<file path="src/hw/rtl/aspld_pkg.sv">
// Shared types for the AS path loop detector: controller states and control/status bundles.
package aspld_pkg;

  // Controller states
  typedef enum logic [1:0] {
    ST_IDLE,
    ST_CHECK,
    ST_SCAN,
    ST_COMMIT
  } state_e;

  // Commands from the controller to the datapath
  typedef struct packed {
    logic accept;  // latch the input beat, restart the scan
    logic rd_en;   // read the next stored number
    logic commit;  // store the number, update flags, emit verdict on last
  } cmd_t;

  // Status from the datapath to the controller
  typedef struct packed {
    logic need_scan;  // number differs from previous, store not empty, no loop yet
    logic scan_more;  // stored entries remain to be read
    logic scan_done;  // all reads issued and compared
    logic loop_set;   // loop already known for this path
    logic last;       // latched beat closes the path
    logic out_free;   // result register can take a verdict this cycle
  } status_t;

endpackage

</file>
<file path="src/hw/rtl/aspld_ctrl.sv">
// Controller state machine: sequences accept, store scan and commit for each beat.
module aspld_ctrl (
  input  logic              clk_i,
  input  logic              rst_ni,
  input  logic              in_valid_i,
  output logic              in_ready_o,
  input  aspld_pkg::status_t sts_i,
  output aspld_pkg::cmd_t    cmd_o
);

  aspld_pkg::state_e state_q, state_d;

  // State register
  always_ff @(posedge clk_i or negedge rst_ni) begin
    if (!rst_ni) begin
      state_q <= aspld_pkg::ST_IDLE;
    end else begin
      state_q <= state_d;
    end
  end

  // Next state and commands
  always_comb begin
    state_d      = state_q;
    cmd_o        = '0;
    in_ready_o   = 1'b0;
    unique case (state_q)
      aspld_pkg::ST_IDLE: begin
        in_ready_o = 1'b1;
        if (in_valid_i) begin
          cmd_o.accept = 1'b1;
          state_d      = aspld_pkg::ST_CHECK;
        end
      end
      aspld_pkg::ST_CHECK: begin
        if (sts_i.need_scan) begin
          state_d = aspld_pkg::ST_SCAN;
        end else begin
          state_d = aspld_pkg::ST_COMMIT;
        end
      end
      aspld_pkg::ST_SCAN: begin
        // stop early once a loop is seen
        cmd_o.rd_en = sts_i.scan_more && !sts_i.loop_set;
        if (sts_i.loop_set || sts_i.scan_done) begin
          state_d = aspld_pkg::ST_COMMIT;
        end
      end
      aspld_pkg::ST_COMMIT: begin
        // hold while a verdict is due and the result register is busy
        if (!sts_i.last || sts_i.out_free) begin
          cmd_o.commit = 1'b1;
          state_d      = aspld_pkg::ST_IDLE;
        end
      end
      default: begin
        state_d = aspld_pkg::ST_IDLE;
      end
    endcase
  end

endmodule

</file>
<file path="src/hw/rtl/aspld_dp.sv">
// Datapath: number store, scan compare, path flags and the result register.
module aspld_dp #(
  parameter int MAX_PATH = 64
) (
  input  logic               clk_i,
  input  logic               rst_ni,
  input  logic [31:0]        asn_i,
  input  logic               last_i,
  input  aspld_pkg::cmd_t     cmd_i,
  output aspld_pkg::status_t  sts_o,
  output logic               out_valid_o,
  input  logic               out_ready_i,
  output logic               loop_found_o,
  output logic               overflow_o
);

  localparam int CW = $clog2(MAX_PATH + 1);
  localparam int AW = $clog2(MAX_PATH);
  localparam logic [CW-1:0] FullCount = CW'(MAX_PATH);

  // Store of the numbers seen in this path
  logic [31:0] mem_q [MAX_PATH];

  // Latched beat
  logic [31:0] asn_q;
  logic        last_q;

  // Path state
  logic [31:0]   prev_q;
  logic [CW-1:0] count_q;
  logic          loop_q;
  logic          ovf_q;

  // Scan state
  logic [CW-1:0] idx_q;
  logic          rd_vld_q;
  logic [31:0]   rd_data_q;

  // Result register
  logic out_vld_q;
  logic out_loop_q;
  logic out_ovf_q;

  logic store_full;
  logic hit;

  assign store_full = (count_q == FullCount);
  assign hit        = rd_vld_q && (rd_data_q == asn_q);

  // Status to controller
  assign sts_o.need_scan = (count_q != '0) && (asn_q != prev_q) && !loop_q;
  assign sts_o.scan_more = (idx_q < count_q);
  assign sts_o.scan_done = !(idx_q < count_q) && !rd_vld_q;
  assign sts_o.loop_set  = loop_q;
  assign sts_o.last      = last_q;
  assign sts_o.out_free  = !out_vld_q || out_ready_i;

  // Input beat capture
  always_ff @(posedge clk_i) begin
    if (cmd_i.accept) begin
      asn_q  <= asn_i;
      last_q <= last_i;
    end
  end

  // Store write on commit, registered read during scan
  always_ff @(posedge clk_i) begin
    if (cmd_i.commit && !store_full) begin
      mem_q[count_q[AW-1:0]] <= asn_q;
    end
    if (cmd_i.rd_en) begin
      rd_data_q <= mem_q[idx_q[AW-1:0]];
    end
  end

  // Scan index and read-valid pipeline
  always_ff @(posedge clk_i or negedge rst_ni) begin
    if (!rst_ni) begin
      idx_q    <= '0;
      rd_vld_q <= 1'b0;
    end else if (cmd_i.accept || cmd_i.commit) begin
      idx_q    <= '0;
      rd_vld_q <= 1'b0;
    end else begin
      rd_vld_q <= cmd_i.rd_en;
      if (cmd_i.rd_en) begin
        idx_q <= idx_q + CW'(1);
      end
    end
  end

  // Path flags, count and previous number
  always_ff @(posedge clk_i or negedge rst_ni) begin
    if (!rst_ni) begin
      prev_q  <= '0;
      count_q <= '0;
      loop_q  <= 1'b0;
      ovf_q   <= 1'b0;
    end else if (cmd_i.commit) begin
      if (last_q) begin
        prev_q  <= '0;
        count_q <= '0;
        loop_q  <= 1'b0;
        ovf_q   <= 1'b0;
      end else begin
        prev_q <= asn_q;
        if (store_full) begin
          ovf_q <= 1'b1;
        end else begin
          count_q <= count_q + CW'(1);
        end
      end
    end else if (hit) begin
      loop_q <= 1'b1;
    end
  end

  // Result register
  always_ff @(posedge clk_i or negedge rst_ni) begin
    if (!rst_ni) begin
      out_vld_q <= 1'b0;
    end else if (cmd_i.commit && last_q) begin
      out_vld_q <= 1'b1;
    end else if (out_ready_i) begin
      out_vld_q <= 1'b0;
    end
  end

  always_ff @(posedge clk_i) begin
    if (cmd_i.commit && last_q) begin
      out_loop_q <= loop_q;
      out_ovf_q  <= ovf_q || store_full;
    end
  end

  assign out_valid_o  = out_vld_q;
  assign loop_found_o = out_loop_q;
  assign overflow_o   = out_ovf_q;

  // Checks
  a_count_bound: assert property (@(posedge clk_i) disable iff (!rst_ni)
    count_q <= FullCount)
    else $error("stored count beyond capacity");

  a_commit_slot: assert property (@(posedge clk_i) disable iff (!rst_ni)
    cmd_i.commit && last_q |-> !out_vld_q || out_ready_i)
    else $error("verdict committed into a busy result register");

  a_read_in_range: assert property (@(posedge clk_i) disable iff (!rst_ni)
    cmd_i.rd_en |-> idx_q < count_q)
    else $error("store read past the stored entries");

  a_flags_cleared: assert property (@(posedge clk_i) disable iff (!rst_ni)
    cmd_i.commit && last_q |=> count_q == '0 && !loop_q && !ovf_q)
    else $error("path state not cleared after last beat");

endmodule

</file>
<file path="src/hw/rtl/as_path_loop_detector_unit.sv">
// Top level of the AS path loop detector: controller plus datapath.
//
//  channel  dir  tdata fields (low bit up)            side band
//  s_axis   in   asn[31:0]                            tlast = last
//  m_axis   out  loop_found[0], overflow[1], 0[7:2]   -
//
// A beat skips the scan when the number repeats the previous one, the store is
// empty or a loop is already known; otherwise the n stored numbers are read
// through the single read port of the store, scanned one entry a cycle (the scan
// ends early on a match). Reset clears all control state; no clearing pass.
// A verdict waits in the result register while m_axis stalls; the next beats are
// still accepted, and only a later path end holds until the verdict is taken.
module as_path_loop_detector_unit #(
  parameter int MAX_PATH = 64
) (
  input  logic        clk_i,
  input  logic        rst_ni,
  input  logic        s_axis_tvalid,
  output logic        s_axis_tready,
  input  logic [31:0] s_axis_tdata,   // asn[31:0]
  input  logic        s_axis_tlast,   // last
  output logic        m_axis_tvalid,
  input  logic        m_axis_tready,
  output logic [7:0]  m_axis_tdata    // loop_found[0], overflow[1], zero[7:2]
);

  aspld_pkg::cmd_t    cmd;
  aspld_pkg::status_t sts;
  logic               loop_found;
  logic               overflow;

  aspld_ctrl u_ctrl (
    .clk_i      (clk_i),
    .rst_ni     (rst_ni),
    .in_valid_i (s_axis_tvalid),
    .in_ready_o (s_axis_tready),
    .sts_i      (sts),
    .cmd_o      (cmd)
  );

  aspld_dp #(
    .MAX_PATH (MAX_PATH)
  ) u_dp (
    .clk_i        (clk_i),
    .rst_ni       (rst_ni),
    .asn_i        (s_axis_tdata),
    .last_i       (s_axis_tlast),
    .cmd_i        (cmd),
    .sts_o        (sts),
    .out_valid_o  (m_axis_tvalid),
    .out_ready_i  (m_axis_tready),
    .loop_found_o (loop_found),
    .overflow_o   (overflow)
  );

  // Result beat packing
  assign m_axis_tdata = {6'b0, overflow, loop_found};

endmodule

</file>
<file path="config.mk">
export PLATFORM = sky130hd
export DESIGN_NAME = as_path_loop_detector_unit
export DESIGN_NICKNAME = d
export VERILOG_FILES = /design/src/hw/rtl/aspld_pkg.sv /design/src/hw/rtl/aspld_ctrl.sv /design/src/hw/rtl/aspld_dp.sv /design/src/hw/rtl/as_path_loop_detector_unit.sv
export SDC_FILE = /design/constraint.sdc
export NUM_CORES = 2
export LEC_CHECK = 0
export BUFFER_PORTS_ARGS = -buffer_cell sky130_fd_sc_hd__buf_2
export CAP_MARGIN = 20
export CORE_MARGIN = 2
export CORE_UTILIZATION = 57
export DETAILED_ROUTE_END_ITERATION = 12
export PLACE_DENSITY = 0.76
export SLEW_MARGIN = 20
export SYNTH_ARGS = -nofsm -noshare
export SYNTH_HDL_FRONTEND = slang
export SYNTH_SLANG_ARGS = --single-unit
</file>
<file path="constraint.sdc">
create_clock -name clk_i -period 4.6 [get_ports clk_i]
set_input_delay 0.46 -clock clk_i [delete_from_list [all_inputs] [get_ports clk_i]]
set_output_delay 0.46 -clock clk_i [all_outputs]
set_load 0.01 [all_outputs]
</file>
After elaboration in Yosys (flattened, before gate mapping)

Memory sizes are Yosys's and may differ from the RTL's. A register that Yosys moved wholly into a read port is not among the register bits.
Index checks and enable logic that the tools add are counted.

Flip-flop bits (word level): 87
RAM bits: 2048
Bits of input ports: 37
Logic and storage cells: 81
Memories kept: 1

Memories:

| name       | depth | bits a word | read ports | clocked after memory_dff | wr ports | line           | source |
|---|---|---|---|---|---|---|---|
| u_dp.mem_q | 64    | 32          | 1          | 1                        | 1        | aspld_dp.sv:22 | `logic [31:0] mem_q [MAX_PATH];` |

Add/subtract/negate cells: 2
Order comparisons: 1
Equality and inequality tests: 11
Mux-type cells: 26
Reduce and logical (&&, ||, !) cells: 28

Operators with widths:

| cell                | count |
|---|---|
| $eq 32x32->1        | 1 |
| $mux 32             | 1 |
| $ne 32x32->1        | 1 |
| $mux 7              | 4 |
| $mux 1              | 17 |
| $add 7x1->7 const B | 2 |
| $pmux 2 s4          | 1 |
| $reduce_bool 2->1   | 4 |
| $eq 7x7->1 const B  | 1 |
| $logic_and 1x1->1   | 7 |
| $lt 7x7->1          | 1 |
| $reduce_bool 7->1   | 1 |
| $logic_not 1->1     | 6 |
| $mux 2              | 3 |
| $ne 2x1->1 const B  | 3 |
| $reduce_and 2->1    | 3 |
| $logic_or 1x1->1    | 5 |
| $eq 2x2->1 const B  | 2 |
| $ne 2x2->1 const B  | 2 |
| $reduce_and 3->1    | 1 |
| $eq 2x1->1 const B  | 1 |
| $logic_not 2->1     | 1 |

Depth between registers and ports, before layout

Depth in word-level cells: 8
Mapped depth: 11
Depth with buffers taken out: 8

Cells and area by module

From an unflattened synthesis, not the netlist that was laid out.

Cell total of the unflattened synthesis: 3768
Area total of the unflattened synthesis: 83163.5 µm²

By module, submodules not included:

| module                     | times used | cells an instance | area each (µm²) | seq. area each (µm²) |
|---|---|---|---|---|
| aspld_dp                   | 1          | 3739              | 82889.5         | 64762.1 |
| aspld_ctrl                 | 1          | 20                | 210.2           | 50.0 |
| as_path_loop_detector_unit | 1          | 9                 | 63.8            | 0.0 |

Worst setup path before layout

No wires, ideal clock.

Kind: register to register
Start: reg u_dp.last_q
End: mem u_dp.mem_q[32][0] (enable)
Library setup time: 0.502 ns
Data arrival time: 4.288 ns
Slack: -0.190 ns
Cell stages (with the launch flop): 7
Buffers on the path: 2
Cells stage by stage: edfxtp_1 -> clkbuf_1 -> nand3b_1 -> and2_1 -> clkbuf_1 -> nand3_1 -> nor4_1

Word-level cells in the longest chain between the ends: 7

Ends and longest elaborated chain:

| what                         | line             | source |
|---|---|---|
| start: declaration           | aspld_dp.sv:26   | `logic last_q;` |
| start signal: assignment     | aspld_dp.sv:62   | `last_q <= last_i;` |
| $logic_not 1->1              | aspld_ctrl.sv:51 | `if (!sts_i.last \|\| sts_i.out_free) begin` |
| $logic_or 1x1->1             | aspld_ctrl.sv:51 |  |
| $mux 1                       | aspld_ctrl.sv:51 |  |
| $mux 1                       | aspld_ctrl.sv:27 | `unique case (state_q)` |
| $logic_and 1x1->1            | aspld_dp.sv:68   | `if (cmd_i.commit && !store_full) begin` |
| $mux 1                       | aspld_dp.sv:68   |  |
| $mux 1 (not written as such) | aspld_dp.sv:69   | `mem_q[count_q[AW-1:0]] <= asn_q;` |
| end: declaration             | aspld_dp.sv:22   |  |

Every way passes these cells.

Final worst setup path

Start: reg u_dp.count_q[0]
End: mem u_dp.mem_q[6][29] (enable)

Word-level cells in the longest chain between the ends: 5

Ends and longest elaborated chain:

| what                         | line            | source |
|---|---|---|
| start: declaration           | aspld_dp.sv:30  | `logic [CW-1:0] count_q;` |
| start signal: assignment     | aspld_dp.sv:110 | `count_q <= count_q + CW'(1);` |
| $eq 7x7->1                   | aspld_dp.sv:47  | `assign store_full = (count_q == FullCount);` |
| $logic_not 1->1              | aspld_dp.sv:68  |  |
| $logic_and 1x1->1            | aspld_dp.sv:68  |  |
| $mux 1                       | aspld_dp.sv:68  |  |
| $mux 1 (not written as such) | aspld_dp.sv:69  |  |

Parallel ways exist; a longest one is shown, timed or not.

==> reports/metrics.yaml <==
worst_setup_path:
  startpoint: "u_dp.count_q[0]"
  path_cells: "inv_1, ha_1, nor2b_1, nand3_1, and2_1, nand2b_1, nor2_4, buf_4"
  cp-start-kind: "flop"
  cp.arrival_ns: 4.15
  criticalPathCategory: "reg -> reg"
  slowest_delay_ns: 0.85
  end_kind: "flop"
  crit_end: "u_dp.mem_q[6][29]"
  r2r_end: "u_dp.mem_q[6][29]"
  r2r-start: "u_dp.count_q[0]"
  r2r_cells: 8
  worstPathRequired_ns: 5.15
  path_max_fanout: 23
  slowest_stage: "nor2_4"
  r2r_setup_slack_ns: 1.00
cts:
  cts_resized: 0
  cts_sinks: 2167
  clk_pin_slew_worst_paths_ns: 0.06
  post_cts_buffers: 0
  cts_buffer_depth: 3
  cts_tree: "yes"
  cts_made_buffers: 200
  h-tree-depth: 4
  clock-root-buffer: "clkbuf_16"
  clk_latency_ns: 0.86
floorplan:
  fp.dieW_um: 386.7
  initial_core_util_pct: 57.35
  core_um2: 145600
  io_pins: 47
  dieArea_um2: 149500
  fp-row-count: 140
  die_y_um: 386.7
route:
  drt-pass1-iter-count: 6
  postRouteAntennaNets: 0
  drtIter0Drc: 7090
  viasPerCell: 6.799
  routed_wl_um: 216700
  post-route-drc-count: 0
  wl_per_cell_um: 34.13
  vias: 43170
pwr:
  switching_share_pct: 27.79
  design_power_total_mw: 50.04
  power_switching_mw: 13.90
  ir_drop_mv: 0.5210
  clockPowerShare_pct: 32.8
  p_leak_nw: 29.04
  p_seq_share_pct: 47.1
  p_per_area_nw_per_um2: 531.1
  p_comb_share_pct: 20.1
  p_int_mw: 36.14
cells_and_area:
  syn_to_final_growth_pct: 12.86
  layout_commonest_cell: "edfxtp_1"
  fillers: 9126
  layout_common_cells: "edfxtp_1 (2115), mux4_2 (379), mux2i_1 (360)"
  nNetsFinal: 4310
  finalNonFillerCells: 6349
  final_area_um2: 94210
  drive_gt1_share_pct: 22.82
  postLayoutCoreUtil_pct: 64.72
min_path:
  hold_start: "s_axis_tvalid"
  hp-class: "in -> reg"
grt:
  gr-total-overflow: 0
  antenna_found_initial: 11
  grtUsageTotal_pct: 29.12
  grt_max_degree: 68
  grt_pass1_wl_um: 309600
  grt_pass1_vias: 42990
placement:
  dp_slack_ns: 1.102
  dpl_cell_area_um2: 87360
  io_buffer_count: 40
  dp_cells: 5939
  place.gp.congestion: 0.9510
  hpwl_um: 123000
sta:
  setup_viol: 0
  tns_ns: 0
  slew_violations: 0
  timing.final.ws_setup_ns: 1.005
  finalCritPeriodShare_pct: 78.16
  max_freq_mhz: 278.2
  hold_viol: 0
  skew_ns: 0.05532
  rsz0062_at_grt: "false"
  max-slew-margin-rel_pct: 21.57
  worst_slew_pin_slew_ns: 1.169
  hold_slack_ns: 0.07513
  period_minus_slack_ns: 3.595
synth:
  syn_area_um2: 83480
  synth.top_cell.area_share_pct: 76.08
  avgSynthCellArea_um2: 20.84
  synthFlopType: "edfxtp_1"
  synth-seq-cells: 2167
  ys_warn_count: 0
  yosysTopAreaCell: "edfxtp_1"
  synth_edf_count: 2115
  synth_area_leaders: "edfxtp_1 (76%), mux4_2 (10%), mux2i_1 (4.3%)"
  synth.distinct_cells: 47
  synth_cells: 4005
  synthArstFlopShare_pct: 2.400
  seq_area_frac_synth_pct: 77.64
flow_run:
  cap_violations: 0
run_status:
  status: "completed"
[synthesized netlist by cell type (16+ instances only)]
| cell type | count |
|---|---|
| a31oi_1 | 26 |
| a22oi_1 | 112 |
| edfxtp_1 | 2115 |
| dfrtp_1 | 52 |
| a221oi_1 | 47 |
| inv_1 | 16 |
| o21ai_0 | 87 |
| mux2i_1 | 360 |
| nor2_1 | 84 |
| nor3_1 | 21 |
| nand3_1 | 54 |
| buf_2 | 75 |
| xor2_1 | 53 |
| buf_4 | 26 |
| a21oi_1 | 73 |
| mux4_2 | 379 |
| a22o_1 | 56 |
| clkbuf_1 | 122 |
| nand2_1 | 86 |
| xnor2_1 | 19 |
[repair_timing]
action                                  CTS  global route
hold buffers                             35             0
endpoints found under the setup margin    0             0
hold endpoints to repair                 56             0
[layer usage]
metal  GRT usage (%)  routed length (µm)  vias up
met5               0                  10        -
met4           11.79                9027        2
met3           8.855               29150      420
met2           43.99              100100     3047
met1           40.11               78420    22570
li1                -                   -    17130
[area by class of cell]
cell class / count / area [µm²] / share of cell area [%]
sequential: 2167 / 64830 / 68.81
inverter: 16 / 60.06 / 0.06375
timing repair buffer: 287 / 2420 / 2.568
antenna: 2 / 5.005 / 0.005312
clock inverter: 128 / 1284 / 1.363
multi-input combinational: 1588 / 18030 / 19.13
clock buffer: 244 / 5191 / 5.510
tap: 1917 / 2399 / 2.546
[cell families (layout without fill, tap and decap cells)]
| group | Yosys count | after routing | synth area share (%) |
|---|---|---|---|
| compound gates | 446 | 446 | 3.677 |
| xor+xnor | 72 | 72 | 0.7554 |
| fa+ha+maj | 13 | 13 | 0.1948 |
| buf+inv | 255 | 675 | 1.403 |
| flops | 2167 | 2167 | 77.64 |
| mux | 750 | 750 | 14.69 |
| other cells | 1 | 8 | 0.004492 |
| simple gates | 301 | 301 | 1.638 |
[worst max-delay path, delay by kind of cell, from the launching register on]
kind,cells,cell delay (ns)
AND/OR/NAND/NOR,5,1.87
adder cells (fa/ha/maj),1,0.25
buffers and inverters,2,0.55
flip-flops,1,0.58
[power groups by stage]
stage | logic [mW] | clock network [mW] | registers [mW]
2_1_floorplan | 6.33 | 0 | 24.0
3_3_place_gp | 9.67 | 0 | 23.9
3_5_place_dp | 9.86 | 0 | 24.0
4_1_cts | 9.98 | 16.5 | 23.6
5_1_grt | 10.5 | 17.2 | 23.6
6_report | 10.1 | 16.4 | 23.6
[how the worst min path moves through the flow]
stage	endpoint	depth (start not counted)	slack [ns]
floorplan	u_ctrl.state_q[0]	0	0.16
global placement	u_dp.prev_q[5]	1	0.47
detailed placement	u_dp.prev_q[5]	1	0.48
CTS	u_dp.rd_vld_q	3	0.01
global route	u_dp.rd_vld_q	3	0.07
finish	u_dp.rd_vld_q	3	0.08
[sequential cells by signal, summed over array words and instances, names as in the netlist]
name,count
u_dp.rd_data_q,32
u_dp.loop_q,1
u_dp.asn_q,32
u_dp.ovf_q,1
u_dp.mem_q,2048
u_ctrl.state_q,2
u_dp.loop_found_o,1
u_dp.last_q,1
u_dp.overflow_o,1
u_dp.count_q,7
u_dp.rd_vld_q,1
u_dp.out_valid_o,1
u_dp.idx_q,7
u_dp.prev_q,32
(Power assumes the default switching activity.)
